`src/bfpa_pkg.sv`:
```
// Shared constants, codes and types of the best-fit partition allocator.
`default_nettype none
package bfpa_pkg;

   // table geometry and field widths
   localparam int MaxParts  = 8;
   localparam int IdxBits   = 3;
   localparam int CntBits   = 4;
   localparam int AddrBits  = 10;
   localparam int OwnerBits = 4;
   localparam int FuncBits  = 2;
   localparam int StatBits  = 2;
   localparam int CfgBits   = 4;

   // request codes
   localparam logic [FuncBits-1:0] FUNC_ALLOC   = 2'd0;
   localparam logic [FuncBits-1:0] FUNC_RELEASE = 2'd1;
   localparam logic [FuncBits-1:0] FUNC_LOAD    = 2'd2;

   // result status codes
   localparam logic [StatBits-1:0] ST_OK        = 2'd0;
   localparam logic [StatBits-1:0] ST_TOO_BIG   = 2'd1;
   localparam logic [StatBits-1:0] ST_FULL      = 2'd2;
   localparam logic [StatBits-1:0] ST_NOT_FOUND = 2'd3;

   // table write controls
   typedef struct packed {
      logic                 load;
      logic                 set_busy;
      logic                 clr_busy;
      logic [IdxBits-1:0]   idx;
      logic [AddrBits-1:0]  start;
      logic [AddrBits-1:0]  length;
      logic [OwnerBits-1:0] owner;
   } tbl_wr_type;

   // registered entry read back from the table
   typedef struct packed {
      logic [AddrBits-1:0] start;
      logic [AddrBits-1:0] length;
      logic                busy;
   } tbl_rd_type;

endpackage
`default_nettype wire

```
`src/best_fit_partition_allocator.sv`:
```
// Top level: request/response streams, config register and scan sequencer.
//
// Best-fit fixed-partition allocator.
// Requests arrive on req_* (tdata: func, request_size, owner_id, start_address,
// entry_index from bit 0 up); one response per request leaves on rsp_*
// (tdata: status, chosen_index, chosen_address from bit 0 up).
// csr_* is an APB-style port holding partitions_in_use at byte address 0.
// Allocate and release walk the table one entry a cycle through a single
// compare unit fed by the registered table read port; a release stops at
// its first match. Load, unused codes and scans over an empty table skip the
// scan and go straight to the result. req_tready comes back as the result
// moves to the output register.
// One request is in flight at a time; req_tready is high only when idle.
// The response sits in an output register, so the next request can be taken
// while the previous response still waits; the sequencer then holds its
// result until the output register frees up.
// Reset clears the busy flags, owners, register and control state; start and
// length entries are undefined until loaded.
`default_nettype none
module best_fit_partition_allocator (
   input  wire logic        clock,
   input  wire logic        reset,
   // request stream
   input  wire logic        req_tvalid,
   output logic             req_tready,
   // [1:0] func, [11:2] request_size, [15:12] owner_id,
   // [25:16] start_address, [28:26] entry_index, [31:29] zero
   input  wire logic [31:0] req_tdata,
   // response stream
   output logic             rsp_tvalid,
   input  wire logic        rsp_tready,
   // [1:0] status, [4:2] chosen_index, [14:5] chosen_address, [15] zero
   output logic [15:0]      rsp_tdata,
   // configuration port
   input  wire logic        csr_psel,
   input  wire logic        csr_penable,
   input  wire logic        csr_pwrite,
   input  wire logic [2:0]  csr_paddr,
   input  wire logic [31:0] csr_pwdata,
   output logic [31:0]      csr_prdata,
   output logic             csr_pready
);

   localparam logic [1:0] S_IDLE = 2'd0;
   localparam logic [1:0] S_SCAN = 2'd1;
   localparam logic [1:0] S_DONE = 2'd2;

   // request fields
   logic [bfpa_pkg::FuncBits-1:0]  req_func;
   logic [bfpa_pkg::AddrBits-1:0]  req_size;
   logic [bfpa_pkg::OwnerBits-1:0] req_owner;
   logic [bfpa_pkg::AddrBits-1:0]  req_addr;
   logic [bfpa_pkg::IdxBits-1:0]   req_entry;

   assign req_func  = req_tdata[1:0];
   assign req_size  = req_tdata[11:2];
   assign req_owner = req_tdata[15:12];
   assign req_addr  = req_tdata[25:16];
   assign req_entry = req_tdata[28:26];

   logic [1:0]                     state_ff, state_in;
   logic [bfpa_pkg::CfgBits-1:0]   cfg_ff, cfg_in;
   logic [bfpa_pkg::FuncBits-1:0]  func_ff, func_in;
   logic [bfpa_pkg::AddrBits-1:0]  size_ff, size_in;
   logic [bfpa_pkg::OwnerBits-1:0] own_ff, own_in;
   logic [bfpa_pkg::AddrBits-1:0]  addr_ff, addr_in;
   logic [bfpa_pkg::CntBits-1:0]   issue_ff, issue_in;
   logic                           cmp_vld_ff, cmp_vld_in;
   logic [bfpa_pkg::IdxBits-1:0]   cmp_idx_ff, cmp_idx_in;
   logic                           any_fits_ff, any_fits_in;
   logic                           have_best_ff, have_best_in;
   logic [bfpa_pkg::IdxBits-1:0]   best_idx_ff, best_idx_in;
   logic [bfpa_pkg::AddrBits-1:0]  best_len_ff, best_len_in;
   logic [bfpa_pkg::AddrBits-1:0]  best_start_ff, best_start_in;
   logic [bfpa_pkg::StatBits-1:0]  res_stat_ff, res_stat_in;
   logic [bfpa_pkg::IdxBits-1:0]   res_idx_ff, res_idx_in;
   logic [bfpa_pkg::AddrBits-1:0]  res_addr_ff, res_addr_in;
   logic                           rsp_vld_ff, rsp_vld_in;
   logic [bfpa_pkg::StatBits-1:0]  rsp_stat_ff, rsp_stat_in;
   logic [bfpa_pkg::IdxBits-1:0]   rsp_idx_ff, rsp_idx_in;
   logic [bfpa_pkg::AddrBits-1:0]  rsp_addr_ff, rsp_addr_in;

   logic [bfpa_pkg::CntBits-1:0]   active_n;
   logic                           req_acc;
   logic                           cfg_wr;
   logic                           out_free;
   logic                           issue;
   logic                           last_cmp;
   logic                           fits, better, take, match;
   bfpa_pkg::tbl_wr_type           tbl_wr;
   bfpa_pkg::tbl_rd_type           tbl_rd;
   logic [bfpa_pkg::IdxBits-1:0]   rd_idx;

   // configuration register
   assign csr_pready = 1'b1;
   assign cfg_wr     = csr_psel & csr_penable & csr_pwrite & csr_pready;
   assign cfg_in     = (cfg_wr && !csr_paddr[2]) ? csr_pwdata[bfpa_pkg::CfgBits-1:0] : cfg_ff;
   assign csr_prdata = csr_paddr[2] ? 32'd0 : {{(32 - bfpa_pkg::CfgBits){1'b0}}, cfg_ff};

   // active entry count, clamped to the table size
   assign active_n = (cfg_ff > bfpa_pkg::CfgBits'(bfpa_pkg::MaxParts))
                   ? bfpa_pkg::CntBits'(bfpa_pkg::MaxParts)
                   : bfpa_pkg::CntBits'(cfg_ff);

   assign req_tready = (state_ff == S_IDLE);
   assign req_acc    = req_tvalid & req_tready;
   assign out_free   = !rsp_vld_ff || rsp_tready;

   // shared compare unit on the entry returned by the table
   assign fits     = (tbl_rd.length >= size_ff);
   assign better   = !have_best_ff || (tbl_rd.length < best_len_ff);
   assign take     = fits && !tbl_rd.busy && better;
   assign match    = (tbl_rd.start == addr_ff);
   assign last_cmp = cmp_vld_ff &&
                     (({1'b0, cmp_idx_ff} == active_n - bfpa_pkg::CntBits'(1)) ||
                      (func_ff == bfpa_pkg::FUNC_RELEASE && match));

   assign issue  = (state_ff == S_SCAN) && (issue_ff < active_n) && !last_cmp;
   assign rd_idx = issue_ff[bfpa_pkg::IdxBits-1:0];

   // sequencer
   always_comb begin
      state_in      = state_ff;
      func_in       = func_ff;
      size_in       = size_ff;
      own_in        = own_ff;
      addr_in       = addr_ff;
      issue_in      = issue_ff;
      cmp_vld_in    = 1'b0;
      cmp_idx_in    = cmp_idx_ff;
      any_fits_in   = any_fits_ff;
      have_best_in  = have_best_ff;
      best_idx_in   = best_idx_ff;
      best_len_in   = best_len_ff;
      best_start_in = best_start_ff;
      res_stat_in   = res_stat_ff;
      res_idx_in    = res_idx_ff;
      res_addr_in   = res_addr_ff;
      rsp_vld_in    = rsp_vld_ff;
      rsp_stat_in   = rsp_stat_ff;
      rsp_idx_in    = rsp_idx_ff;
      rsp_addr_in   = rsp_addr_ff;
      tbl_wr        = '0;

      // response register drains independently of the sequencer
      if (rsp_vld_ff && rsp_tready) begin
         rsp_vld_in = 1'b0;
      end

      case (state_ff)
         S_IDLE: begin
            if (req_acc) begin
               func_in      = req_func;
               size_in      = req_size;
               own_in       = req_owner;
               addr_in      = req_addr;
               issue_in     = '0;
               any_fits_in  = 1'b0;
               have_best_in = 1'b0;
               res_stat_in  = bfpa_pkg::ST_OK;
               res_idx_in   = '0;
               res_addr_in  = '0;
               state_in     = S_DONE;
               case (req_func)
                  bfpa_pkg::FUNC_ALLOC: begin
                     if (active_n == '0) begin
                        res_stat_in = bfpa_pkg::ST_TOO_BIG;
                     end else begin
                        state_in = S_SCAN;
                     end
                  end
                  bfpa_pkg::FUNC_RELEASE: begin
                     if (active_n == '0) begin
                        res_stat_in = bfpa_pkg::ST_NOT_FOUND;
                     end else begin
                        state_in = S_SCAN;
                     end
                  end
                  bfpa_pkg::FUNC_LOAD: begin
                     if (int'(req_entry) < bfpa_pkg::MaxParts) begin
                        tbl_wr.load   = 1'b1;
                        tbl_wr.idx    = req_entry;
                        tbl_wr.start  = req_addr;
                        tbl_wr.length = req_size;
                        res_idx_in    = req_entry;
                        res_addr_in   = req_addr;
                     end
                  end
                  default: begin
                  end
               endcase
            end
         end

         S_SCAN: begin
            // issue the next table read
            if (issue) begin
               issue_in   = issue_ff + bfpa_pkg::CntBits'(1);
               cmp_vld_in = 1'b1;
               cmp_idx_in = rd_idx;
            end
            // fold in the entry read last cycle
            if (cmp_vld_ff) begin
               if (func_ff == bfpa_pkg::FUNC_ALLOC) begin
                  any_fits_in = any_fits_ff | fits;
                  if (take) begin
                     have_best_in  = 1'b1;
                     best_idx_in   = cmp_idx_ff;
                     best_len_in   = tbl_rd.length;
                     best_start_in = tbl_rd.start;
                  end
               end
            end
            // commit on the last entry or a release hit
            if (last_cmp) begin
               state_in   = S_DONE;
               cmp_vld_in = 1'b0;
               if (func_ff == bfpa_pkg::FUNC_ALLOC) begin
                  if (!any_fits_in) begin
                     res_stat_in = bfpa_pkg::ST_TOO_BIG;
                  end else if (!have_best_in) begin
                     res_stat_in = bfpa_pkg::ST_FULL;
                  end else begin
                     res_stat_in     = bfpa_pkg::ST_OK;
                     res_idx_in      = best_idx_in;
                     res_addr_in     = best_start_in;
                     tbl_wr.set_busy = 1'b1;
                     tbl_wr.idx      = best_idx_in;
                     tbl_wr.owner    = own_ff;
                  end
               end else if (match) begin
                  res_stat_in     = bfpa_pkg::ST_OK;
                  res_idx_in      = cmp_idx_ff;
                  res_addr_in     = tbl_rd.start;
                  tbl_wr.clr_busy = 1'b1;
                  tbl_wr.idx      = cmp_idx_ff;
               end else begin
                  res_stat_in = bfpa_pkg::ST_NOT_FOUND;
               end
            end
         end

         S_DONE: begin
            // hand the result over once the output register is free
            if (out_free) begin
               rsp_vld_in  = 1'b1;
               rsp_stat_in = res_stat_ff;
               rsp_idx_in  = res_idx_ff;
               rsp_addr_in = res_addr_ff;
               state_in    = S_IDLE;
            end
         end

         default: begin
            state_in = S_IDLE;
         end
      endcase
   end

   // control registers
   always_ff @(posedge clock) begin
      if (reset) begin
         state_ff   <= S_IDLE;
         cfg_ff     <= '0;
         cmp_vld_ff <= 1'b0;
         rsp_vld_ff <= 1'b0;
      end else begin
         state_ff   <= state_in;
         cfg_ff     <= cfg_in;
         cmp_vld_ff <= cmp_vld_in;
         rsp_vld_ff <= rsp_vld_in;
      end
   end

   // payload registers
   always_ff @(posedge clock) begin
      func_ff       <= func_in;
      size_ff       <= size_in;
      own_ff        <= own_in;
      addr_ff       <= addr_in;
      issue_ff      <= issue_in;
      cmp_idx_ff    <= cmp_idx_in;
      any_fits_ff   <= any_fits_in;
      have_best_ff  <= have_best_in;
      best_idx_ff   <= best_idx_in;
      best_len_ff   <= best_len_in;
      best_start_ff <= best_start_in;
      res_stat_ff   <= res_stat_in;
      res_idx_ff    <= res_idx_in;
      res_addr_ff   <= res_addr_in;
      rsp_stat_ff   <= rsp_stat_in;
      rsp_idx_ff    <= rsp_idx_in;
      rsp_addr_ff   <= rsp_addr_in;
   end

   bfpa_table u_table (
      .clock  (clock),
      .reset  (reset),
      .wr     (tbl_wr),
      .rd_idx (rd_idx),
      .rd     (tbl_rd)
   );

   assign rsp_tvalid = rsp_vld_ff;
   assign rsp_tdata  = {1'b0, rsp_addr_ff, rsp_idx_ff, rsp_stat_ff};

   // a taken request closes the request side on the next cycle
   a_busy_after_accept: assert property (@(posedge clock) disable iff (reset)
      req_acc |=> !req_tready)
      else $error("request side still open after accepting a request");

   // failed allocations and misses report index and address as zero
   a_fail_zero: assert property (@(posedge clock) disable iff (reset)
      (rsp_vld_ff && rsp_stat_ff != bfpa_pkg::ST_OK) |->
      (rsp_idx_ff == '0 && rsp_addr_ff == '0))
      else $error("non-ok response carries index or address");

   // the scan never runs past the active entries
   a_scan_bound: assert property (@(posedge clock) disable iff (reset)
      (state_ff == S_SCAN) |-> (issue_ff <= active_n))
      else $error("scan index beyond active entry count");

   // a finished result leaves the sequencer as soon as the output is free
   a_done_drains: assert property (@(posedge clock) disable iff (reset)
      (state_ff == S_DONE && !rsp_vld_ff) |=> (state_ff == S_IDLE && rsp_vld_ff))
      else $error("result held back with a free output register");

   // only one table write kind at a time
   a_one_write: assert property (@(posedge clock) disable iff (reset)
      $onehot0({tbl_wr.load, tbl_wr.set_busy, tbl_wr.clr_busy}))
      else $error("conflicting table writes");

endmodule
`default_nettype wire

```
`src/bfpa_table.sv`:
```
// Partition table: start and length memories, busy flags and owners.
`default_nettype none
module bfpa_table (
   input  wire logic                 clock,
   input  wire logic                 reset,
   input  wire bfpa_pkg::tbl_wr_type wr,
   input  wire logic [bfpa_pkg::IdxBits-1:0] rd_idx,
   output bfpa_pkg::tbl_rd_type      rd
);

   logic [bfpa_pkg::AddrBits-1:0]  start_mem [bfpa_pkg::MaxParts];
   logic [bfpa_pkg::AddrBits-1:0]  len_mem   [bfpa_pkg::MaxParts];
   logic [bfpa_pkg::MaxParts-1:0]  busy_ff;
   logic [bfpa_pkg::OwnerBits-1:0] owner_ff  [bfpa_pkg::MaxParts];
   bfpa_pkg::tbl_rd_type           rd_ff;

   // start and length: written on load, read with registered data
   always_ff @(posedge clock) begin
      if (wr.load) begin
         start_mem[wr.idx] <= wr.start;
         len_mem[wr.idx]   <= wr.length;
      end
      rd_ff.start  <= start_mem[rd_idx];
      rd_ff.length <= len_mem[rd_idx];
      rd_ff.busy   <= busy_ff[rd_idx];
   end

   // busy flags and owners clear at reset
   always_ff @(posedge clock) begin
      if (reset) begin
         busy_ff <= '0;
         for (int i = 0; i < bfpa_pkg::MaxParts; i++) begin
            owner_ff[i] <= '0;
         end
      end else if (wr.load) begin
         busy_ff[wr.idx]  <= 1'b0;
         owner_ff[wr.idx] <= '0;
      end else if (wr.set_busy) begin
         busy_ff[wr.idx]  <= 1'b1;
         owner_ff[wr.idx] <= wr.owner;
      end else if (wr.clr_busy) begin
         busy_ff[wr.idx]  <= 1'b0;
      end
   end

   assign rd = rd_ff;

endmodule
`default_nettype wire

```
`config.mk`:
```
export PLATFORM = sky130hd
export DESIGN_NAME = best_fit_partition_allocator
export DESIGN_NICKNAME = d
export VERILOG_FILES = /design/src/bfpa_pkg.sv /design/src/best_fit_partition_allocator.sv /design/src/bfpa_table.sv
export SDC_FILE = /design/constraint.sdc
export NUM_CORES = 1
export LEC_CHECK = 0
export BUFFER_PORTS_ARGS = -buffer_cell sky130_fd_sc_hd__buf_2
export CAP_MARGIN = 0
export CORE_UTILIZATION = 53
export CTS_CLUSTER_DIAMETER = 40
export DETAILED_ROUTE_END_ITERATION = 8
export PLACE_DENSITY = 0.83
export SLEW_MARGIN = 20
export SYNTH_ARGS = -nofsm -noshare
export SYNTH_HDL_FRONTEND = slang
export SYNTH_SLANG_ARGS = --single-unit
export TNS_END_PERCENT = 50
```
`constraint.sdc`:
```
create_clock -name clock -period 4.3 [get_ports clock]
set_clock_uncertainty 0.15 [all_clocks]
set_input_delay 0.43 -clock clock [delete_from_list [all_inputs] [get_ports clock]]
set_output_delay 0.43 -clock clock [all_outputs]
set_load 0.1 [all_outputs]
```
### After elaboration in Yosys (flattened, before gate mapping)

Memory sizes are Yosys's and may differ from the RTL's. A register that Yosys moved wholly into a read port is not among the register bits.
Cells that the tools add are included.

| operators by class | value |
|---|---|
| add/sub/neg operators | 2 |
| order comparisons | 7 |
| equality and inequality tests | 14 |
| muxes and demuxes | 83 |
| bitwise gates (word level) | 8 |
| reductions and logical operators | 34 |

Operators with widths:

| operator | number |
|---|---|
| $mux W10 | 10 |
| $mux W23 | 2 |
| $mux W3 | 13 |
| $mux W2 | 13 |
| $mux W1 | 24 |
| $mux W8 | 3 |
| $mux W20 | 1 |
| $mux W4 | 5 |
| $pmux W10 S2 | 1 |
| $pmux W3 S2 | 2 |
| $eq A10 B10 Y1 | 1 |
| $ge A10 B10 Y1 | 1 |
| $lt A10 B10 Y1 | 1 |
| $logic_and A1 B1 Y1 | 9 |
| $ne A3 B2 Y1 const B | 3 |
| $reduce_and A3 Y1 | 3 |
| $and A8 B8 Y8 | 1 |
| $lt A3 B4 Y1 const B | 2 |
| $not A8 Y8 | 1 |
| $or A8 B8 Y8 | 1 |
| $pmux W2 S2 | 2 |
| $pmux W4 S2 | 1 |
| $reduce_and A2 Y1 | 4 |
| $eq A2 B1 Y1 const B | 3 |
| 27 further kinds | 41 |

| word-level totals | value |
|---|---|
| register bits after elaboration | 101 |
| memory bits (writable) | 160 |
| bits of input ports | 74 |
| output and inout port bits | 51 |
| word-level logic and storage cells | 172 |
| memories | 2 |

Memories:

| memory | depth | width | rd ports | clocked after memory_dff | wr ports | RTL line | source |
|---|---|---|---|---|---|---|---|
| u_table.len_mem | 8 | 10 | 1 | 1 | 1 | bfpa_table.sv:12 | `logic [bfpa_pkg::AddrBits-1:0] len_mem [bfpa_pkg::MaxParts];` |
| u_table.start_mem | 8 | 10 | 1 | 1 | 1 | bfpa_table.sv:11 | `logic [bfpa_pkg::AddrBits-1:0] start_mem [bfpa_pkg::MaxParts];` |

### Logic depth before layout (Yosys ltp)

Gate-level depths: netlist of run 1.

| depth | value |
|---|---|
| word-level depth | 21 |
| mapped depth | 13 |
| mapped depth without buffers | 12 |

### Modules after synthesis

From an unflattened synthesis of run 1, not the netlist that was laid out.

| unflattened totals | value |
|---|---|
| cells, all modules | 704 |
| area total of the unflattened synthesis | 11,965.2 um^2 |

Modules (own cells, without submodules):

| module | times used | cells each | area an instance (um^2) | seq. area each (um^2) |
|---|---|---|---|---|
| bfpa_table | 1 | 313 | 7,045.5 | 5,385.2 |
| best_fit_partition_allocator | 1 | 391 | 4,919.7 | 2,802.7 |

### Least setup slack after synthesis of run 1

No wires, ideal clock.

| timing | value |
|---|---|
| kind | reg2reg |
| start point | register state_ff[1] |
| end point | memory u_table.len_mem[1][0] (netlist bit) (enable) |
| setup time | 422 ps |
| arrival time | 4,201 ps |
| data required time | 3,728 ps |
| path slack | -473 ps |
| stages on the path, launching flop included | 9 |
| buffers on the path | 1 |
| clock period less this slack | 4,773 ps |
| path through | dfxtp_1 > nor2_1 > nand2_1 > nor2_1 > a32o_2 > a21o_1 > buf_6 > nand2_1 > nor3_1 |

| on the way | value |
|---|---|
| cells in the longest elaborated chain, start to end | 6 |
| elaborated cells on any way between the ends | 9 |
| classes of those cells | eq/ne (1); mux (6); bitwise (1); reduce/logical (1) |

Ends and longest elaborated chain:

| item | RTL line | source |
|---|---|---|
| from (decl) | best_fit_partition_allocator.sv:61 | `logic [1:0] state_ff, state_in;` |
| from (signal assigned) | best_fit_partition_allocator.sv:268 | `state_ff <= state_in;` |
| $logic_not A2 Y1 * | best_fit_partition_allocator.sv:105 | `assign req_tready = (state_ff == S_IDLE);` |
| via req_tready | best_fit_partition_allocator.sv:25 | `output logic req_tready,` |
| $and A1 B1 Y1 | best_fit_partition_allocator.sv:106 | `assign req_acc = req_tvalid & req_tready;` |
| $mux W1 | best_fit_partition_allocator.sv:152 | `if (req_acc) begin` |
| $mux W1 | best_fit_partition_allocator.sv:150 | `case (state_ff)` |
| $mux W1 | - |  |
| $mux W1 (not written as such) | bfpa_table.sv:21 | `len_mem[wr.idx] <= wr.length;` |
| to (decl) | bfpa_table.sv:12 |  |

Mark *: on every way through the listed nets, which the timed path passes. The rest lies on a longest branch.

### Worst setup path in the final report of run 1

| timing | value |
|---|---|
| start point | register cfg_ff[0] (netlist bit) |
| end point | memory u_table.len_mem[4][7] (netlist bit) (enable) |

| on the way | value |
|---|---|
| cells in the longest elaborated chain, start to end | 8 |

Ends and longest elaborated chain:

| item | RTL line | source |
|---|---|---|
| from (decl) | best_fit_partition_allocator.sv:62 | `logic [bfpa_pkg::CfgBits-1:0] cfg_ff, cfg_in;` |
| from (signal assigned) | best_fit_partition_allocator.sv:269 | `cfg_ff <= cfg_in;` |
| $gt A4 B4 Y1 | best_fit_partition_allocator.sv:101 | `assign active_n = (cfg_ff > bfpa_pkg::CfgBits'(bfpa_pkg::MaxParts))` |
| $mux W4 * | best_fit_partition_allocator.sv:102 | `? bfpa_pkg::CntBits'(bfpa_pkg::MaxParts)` |
| $sub A4 B1 Y4 * | best_fit_partition_allocator.sv:115 | `(({1'b0, cmp_idx_ff} == active_n - bfpa_pkg::CntBits'(1)) \|\|` |
| $eq A3 B4 Y1 * | best_fit_partition_allocator.sv:115 |  |
| $logic_or A1 B1 Y1 * | best_fit_partition_allocator.sv:115 |  |
| $logic_and A1 B1 Y1 * | best_fit_partition_allocator.sv:114 | `assign last_cmp = cmp_vld_ff &&` |
| $mux W5 * | best_fit_partition_allocator.sv:215 | `if (last_cmp) begin` |
| $pmux W3 S2 * | best_fit_partition_allocator.sv:150 |  |

Mark *: on every way between the ends. The rest lies on a longest branch, timed or not.

==> impl_metrics.toml, run 1 <==
[global_routing]
grtUsageTotal = 0.213
grt_pass1_vias = 6377
globalRoute.totalOverflow = 0
grt_first_pass_wirelength_mm = 35.8
grt_max_degree = 47
antenna_found_initial = 0

[setup_path]
cp-start-kind = "register"
worst-path-max-fanout = 11
crit_chain = "nor2b_1, inv_1, ha_1, xor2_1, o211ai_1, a311oi_2, and2_2, nand3_1, o21ai_4, a21o_1, nand3_1, nor2_2, buf_4"
crit_required_ps = 4370
crit_type = "reg -> reg"
cp_slowest_cell = "a311oi_2"
reg2reg_depth = 13
crit_arrival_ps = 3680
cp-end-kind = "register"
max_stage_delay_ps = 360
crit_top_cell = "nand3_1"

[routing]
route.detailed.drc = 0
vias = 6283
final_antenna_net_count = 0
drt_iter0_markers = 500
vias_per_cell = 5.69
first_pass_iters = 5
totalWireLength_mm = 23.0
routedWlPerCell_um = 20.8

[yosys]
synth_top_area_cell = "edfxtp_1"
ys_seq_area_frac = 0.693
syn_avg_cell_area_um2 = 16.7
async_reset_ff_frac = 0
yosys-top-cells-area = "edfxtp_1 63%, mux4_2 8.1%, dfxtp_1 6.4%"
synth_mux_area_frac = 0.123
synth_top_family_by_area = "multiplexers"
post_synth_num_cell_types = 62
synthSimpleGateAreaFrac = 0.0624
synth_cells = 695
yosys_warnings = 0
synth_edf_count = 244
synth_ff_type = "edfxtp_1"
synth_top_area_share = 0.630
synth_compound_gate_area_share = 0.0450
synth_fa_ha_area_frac = 0.0269
yosys.area_share.xor_xnor = 0.0113
syn_area_mm2 = 0.0116
ys_ff_latch = 281

[power_and_ir_drop]
ir_drop_mv = 0.313
p_leak_uw = 0.00464
p_int_uw = 4650
power_frac_comb = 0.080
swShare = 0.234
clock_power_share = 0.416
switchingPower_uw = 1420
powerDensity_mw_per_mm2 = 449
p_seq_frac = 0.504

[min_path]
min_path_type = "in -> reg"
hold_depth = 1

[clock_network]
h-tree-depth = 1
post_cts_buffers = 0
clk_latency_ps = 540
clockBufferDepth = 3
cts_buffers = 31
cts_tree = "yes"
clkTransAtPathRegs_ps = 60
cts-root-buf = "clkbuf_16"
clkSinkCount = 281

[timing]
layout_min_cycle_time_ps = 3610
hold_viol_final = 0
setup_viol = 0
fmax_ghz = 0.277
period_share = 0.839
rsz0062_at_grt = "false"
slew_violations = 0
tightest_slew_ps = 956
slew-limit-headroom = 0.362

[layout]
finish.utilization = 0.636
nets = 904
areaGrowthSynthToFinish_pct = 16.3
finalNonFillerCells = 1104
diodes = 0
drive_above_1_share = 0.285

[floorplanning]
die_y_um = 150
die_x_um = 150
coreArea_mm2 = 0.0213
dieArea_mm2 = 0.0226
ios = 125
num_rows = 53
start_util = 0.547

[place]
dp.final_hpwl_mm = 13.3
io_buffers = 57
dp_cells = 1023
gp_congestion = 0.811

[flow_run]
drv_cap = 0

[outcome]
status = "completed"
-- power groups by stage --
| stage | Clock (µW) | Sequential [µW] | Combinational (µW) |
|---|---|---|---|
| after detailed placement | 0 | 3120 | 464 |
| after global routing | 2670 | 3070 | 519 |
| after CTS | 2540 | 3060 | 487 |
| after floorplan | 0 | 3170 | 331 |
| after global placement | 0 | 3110 | 457 |
| final | 2520 | 3060 | 486 |
-- cell usage after synthesis (3+ instances only) --
| cell | count |
|---|---|
| a21oi_1 | 9 |
| a222oi_1 | 3 |
| mux2_2 | 34 |
| nand2b_1 | 7 |
| nor2_1 | 29 |
| buf_1 | 5 |
| nor3_1 | 6 |
| a21oi_2 | 3 |
| nor2b_1 | 7 |
| and2_1 | 22 |
| o21a_1 | 3 |
| nor3_2 | 3 |
| mux4_2 | 42 |
| xor2_1 | 5 |
| inv_1 | 29 |
| o21ai_0 | 4 |
| dfxtp_1 | 37 |
| mux2i_1 | 10 |
| a21o_1 | 4 |
| nand4_1 | 5 |
| nand3_1 | 5 |
| buf_4 | 30 |
| and2_2 | 3 |
| edfxtp_1 | 244 |
| clkbuf_1 | 14 |
| xnor2_1 | 10 |
| ha_1 | 25 |
| nand2_1 | 44 |
| nand3_2 | 3 |
| a22oi_1 | 10 |
-- per-layer routing --
layer	up-vias	share of wire	GRT usage
li1	2824	-	-
met1	3125	0.40	0.273
met2	302	0.51	0.368
met3	32	0.064	0.0330
met4	0	0.021	0.0773
met5	-	0	0
-- state kept, by name, indices dropped and copies added (netlist names), 2 cells and up, named ones only --
| name | cells |
|---|---|
| res_addr_ff | 10 |
| best_len_ff | 10 |
| u_table.start_mem | 80 |
| addr_ff | 10 |
| func_ff | 2 |
| rsp_idx_ff | 3 |
| res_stat_ff | 2 |
| rsp_stat_ff | 2 |
| u_table.len_mem | 80 |
| issue_ff | 4 |
| cfg_ff | 4 |
| size_ff | 10 |
| state_ff | 2 |
| u_table.rd | 21 |
| best_idx_ff | 3 |
| res_idx_ff | 3 |
| best_start_ff | 10 |
| rsp_addr_ff | 10 |
| cmp_idx_ff | 3 |
-- timing repair --
action / CTS / global route
hold buffers: 24 / 0
resized for setup: 0 / 0
endpoints found under the hold margin: 24 / 0
-- logic make-up (layout without fill, tap and decap cells) --
logic type / after synthesis / after routing
AO/OA/AOI/OAI: 62 / 62
XOR/XNOR: 15 / 15
adder cells (fa/ha/maj): 25 / 25
buffers and inverters: 83 / 189
flip-flops: 281 / 281
multiplexers: 86 / 86
other: 2 / 30
AND/OR/NAND/NOR: 141 / 141
-- area by class of cell --
cell class / instances / area, µm²
Sequential cell: 281 / 8070
Multi-Input combinational cell: 359 / 3280
Tap cell: 275 / 344
Fill cell: 1370 / 7750
Clock buffer: 40 / 830
Clock inverter: 17 / 156
Timing Repair Buffer: 101 / 738
Inverter: 31 / 116
-- placed cells by master, fill, tap and decap left out, types with 4 or more instances in the layout --
master / synthesis / routed
inv_1: 29 / 29
nand2_1: 44 / 44
nor2_2: 0 / 4
nand4_1: 5 / 5
clkbuf_16: 0 / 31
mux2i_1: 10 / 10
conb_1: 2 / 30
nor3_2: 3 / 6
dlygate4sd3_1: 0 / 24
buf_12: 0 / 5
xor2_1: 5 / 5
nor2b_1: 7 / 6
o21ai_0: 4 / 4
a22oi_1: 10 / 10
buf_4: 30 / 15
edfxtp_1: 244 / 244
a21oi_1: 9 / 9
a21o_1: 4 / 4
clkbuf_1: 14 / 7
and2_1: 22 / 22
buf_2: 1 / 57
dfxtp_1: 37 / 37
mux2_2: 34 / 34
xnor2_1: 10 / 10
clkinv_1: 2 / 7
ha_1: 25 / 25
mux4_2: 42 / 42
nor2_1: 29 / 25
nand2b_1: 7 / 7
nand3_1: 5 / 5
-- critical path: cells and delay by family, from the launching register on --
family | cells | cell delay, ps
AOI/OAI and AO/OA | 4 | 1080
and+or+nand+nor | 5 | 910
buffers and inverters | 2 | 360
DFF | 1 | 350
adders and majority gates | 1 | 320
xor gates and xnor gates | 1 | 130
-- stage by stage --
step | area (µm²) | setup TNS (ps) | setup WS (ps) | hold slack (ps) | power [µW]
final | 13500 | 0 | 694 | 13.6 | 6070
after global routing | 13500 | 0 | 492 | 6.64 | 6250
after CTS | 13500 | 0 | 755 | 0.297 | 6090
after detailed placement | 12300 | 0 | 806 | 255 | 3580
after global placement | 12300 | 0 | 790 | 251 | 3570
after floorplan | 11700 | -16300 | -325 | 250 | 3500
-- final timing paths --
check                 startpoint               endpoint  slack, ps
setup / recovery       cfg_ff[0]  u_table.len_mem[4][7]        690
hold / removal     req_tdata[17]             addr_ff[1]         10
setup reg to reg       cfg_ff[0]  u_table.len_mem[4][7]        690
hold reg to reg   res_stat_ff[1]         rsp_stat_ff[1]        270
Power figures use the tool's default switching activity.
==> inputs of run 2 (changes only) <==
==> constraint.sdc (replaced) <==
create_clock -name clock -period 3 [get_ports clock]
set_clock_uncertainty 0.15 [all_clocks]
set_input_delay 0.3 -clock clock [delete_from_list [all_inputs] [get_ports clock]]
set_output_delay 0.3 -clock clock [all_outputs]
set_load 0.1 [all_outputs]
==> run 2 against run 1 <==
  * The flow now finishes with violations (negative setup slack)
  * Cell count up 5.3%
  * Critical path type unchanged
  * Register-to-register slack got worse by 1000 ps
  * Cell area is 6.1% higher
  * Sequential cell count is the same
  * Utilization up 3.9 points
  * Clock power grew 51%
  * Power up 48%
  * Critical path depth stayed put
  * First-iteration DRC count rose by 18%
  * Largest power group unchanged
  * Non-clock buffer count grew 60
  * Setup slack worse by 1000 ps
==> impl_metrics.toml, run 2 (same netlist as run 1, synthesis figures left out) <==
[outcome]
status = "finished, violations left"
violations = "negative setup slack"

[floorplanning]
ios = 125
die_x_um = 150
num_rows = 53
dieArea_mm2 = 0.0226
die_y_um = 150
coreArea_mm2 = 0.0213
start_util = 0.547

[clock_network]
cts-root-buf = "clkbuf_16"
clkTransAtPathRegs_ps = 60
clk_latency_ps = 540
cts_buffers = 30
cts_tree = "yes"
clkSinkCount = 281
clockBufferDepth = 3
h-tree-depth = 1

[global_routing]
grtUsageTotal = 0.235
grt_pass1_vias = 7008
globalRoute.totalOverflow = 0
antenna_found_initial = 0
grt_max_degree = 47
grt_first_pass_wirelength_mm = 39.3

[layout]
diodes = 0
layout_commonest_cell = "edfxtp_1"
areaGrowthSynthToFinish_pct = 23.4
final_cell_mix = "244 x edfxtp_1, 57 x buf_2, 43 x buf_4"
finish.utilization = 0.675
drive_above_1_share = 0.345
fillers = 1252
nets = 963

[setup_path]
r2r_end = "u_table.start_mem[5][8]"
path_depth = 13
worst-path-buf-inv = 3
critPathTopFamily = "compound AO/OA/AOI/OAI gates"
crit_required_ps = 3090
cp-startpoint = "best_len_ff[8]"
crit_type = "reg -> reg"
regToRegStartpoint = "best_len_ff[8]"
max_stage_delay_ps = 360
cp_slowest_cell = "edfxtp_1"
reg2reg_depth = 13
crit_end = "u_table.start_mem[5][8]"
worst-path-max-fanout = 10
crit_chain = "inv_1, ha_1, a21o_1, a21oi_2, o31ai_1, o311ai_2, o211ai_4, buf_6, a32oi_2, a21boi_4, nand3_4, nor2_4, buf_8"
crit_arrival_ps = 3440
cp-end-kind = "register"
r2r_slack_ps = -350
cp-start-kind = "register"

[place]
place_ws_ps = -304
dp.final_hpwl_mm = 14.2
gp_congestion = 0.817
io_buffers = 57

[power_and_ir_drop]
powerDensity_mw_per_mm2 = 625
p_leak_uw = 0.00504
ir_drop_mv = 0.474
finalPower_uw = 8970

[routing]
totalWireLength_mm = 26.4
first_pass_iters = 5
drt_iter0_markers = 590
routedWlPerCell_um = 22.7
route.detailed.drc = 0
final_antenna_net_count = 0
vias_per_cell = 5.82
vias = 6768

[timing]
setup_slack_ps = -350
setup_viol = 171
hold_viol_final = 0
slew_violations = 0
layout_min_cycle_time_ps = 3350
slew-limit-headroom = 0.376
period_share = 1.12
rsz0062_at_grt = "true"
tightest_slew_ps = 932
fmax_ghz = 0.298

[flow_run]
drv_cap = 0

[min_path]
min_path_type = "in -> reg"
-- run 2: cell types whose count changed in the layout (fill, tap and decap cells not counted), sizes merged --
cell / change
clkbuf: -8
buf: +48
clkinvlp: +1
inv: +1
clkinv: +4
dlygate4sd3: +11
bufinv: +2
-- run 2: metrics by stage --
step / TNS, ps / hold WS (ps) / cells / area [µm²]
2_1_floorplan: -66880 / 249 / 723 / 11800
3_3_place_gp: -26600 / 251 / 1061 / 12700
3_5_place_dp: -38440 / 255 / 1061 / 12700
4_1_cts: -32950 / 24.1 / 1160 / 14200
5_1_grt: -60980 / 62.1 / 1163 / 14400
6_report: -46340 / 52.6 / 1163 / 14400
-- run 2: repair_timing --
item,4_1_cts,5_1_grt
gates resized for setup,29,17
hold endpoints to repair,42,0
pin swaps,10,0
buffers inserted,6,1
hold buffers,35,0
cloned,2,2
endpoints found under the setup margin,176,173
-- run 2: area by class of cell --
cell class                      instances  area [µm²]  area share
Sequential cell                       281        8070       0.562
Multi-Input combinational cell        359        3420       0.238
Timing Repair Buffer                  161        1380      0.0957
Clock buffer                           31         776      0.0540
Tap cell                              275         344      0.0240
Clock inverter                         25         260      0.0181
Inverter                               31         116     0.00810
-- run 2: per-layer routing --
| metal | GRT usage | vias up | routed length (µm) |
|---|---|---|---|
| met5 | 0 | - | 0 |
| met4 | 0.0828 | 0 | 851 |
| met3 | 0.0382 | 75 | 1900 |
| met2 | 0.412 | 379 | 13500 |
| met1 | 0.296 | 3372 | 10100 |
| li1 | - | 2942 | - |
-- run 2: worst min-delay path by stage --
| stage | slack (ps) | from | end | depth (start not counted) |
|---|---|---|---|---|
| 3_3_place_gp | 250 | res_addr_ff[7] | rsp_addr_ff[7] | 0 |
| 3_5_place_dp | 250 | res_addr_ff[3] | rsp_addr_ff[3] | 0 |
| 5_1_grt | 60 | req_tdata[27] | res_idx_ff[1] | 3 |
| 2_1_floorplan | 250 | req_tdata[16] | addr_ff[0] | 0 |
| 6_report | 50 | req_tdata[27] | res_idx_ff[1] | 3 |
| 4_1_cts | 20 | req_tdata[27] | res_idx_ff[1] | 3 |
-- run 2: where the power goes --
group,switching (µW),internal [µW],total [µW]
Sequential,52.4,4340,4390
Clock,1560,2250,3810
Combinational,532,238,770
-- run 2: worst reg2reg max path: cells and delay by family (launching register included) --
family	cells	cell delay, ps
AO/OA/AOI/OAI	7	1530
flip-flops	1	360
AND/OR/NAND/NOR	2	340
buffers and inverters	3	440
adder cells (fa/ha/maj)	1	250
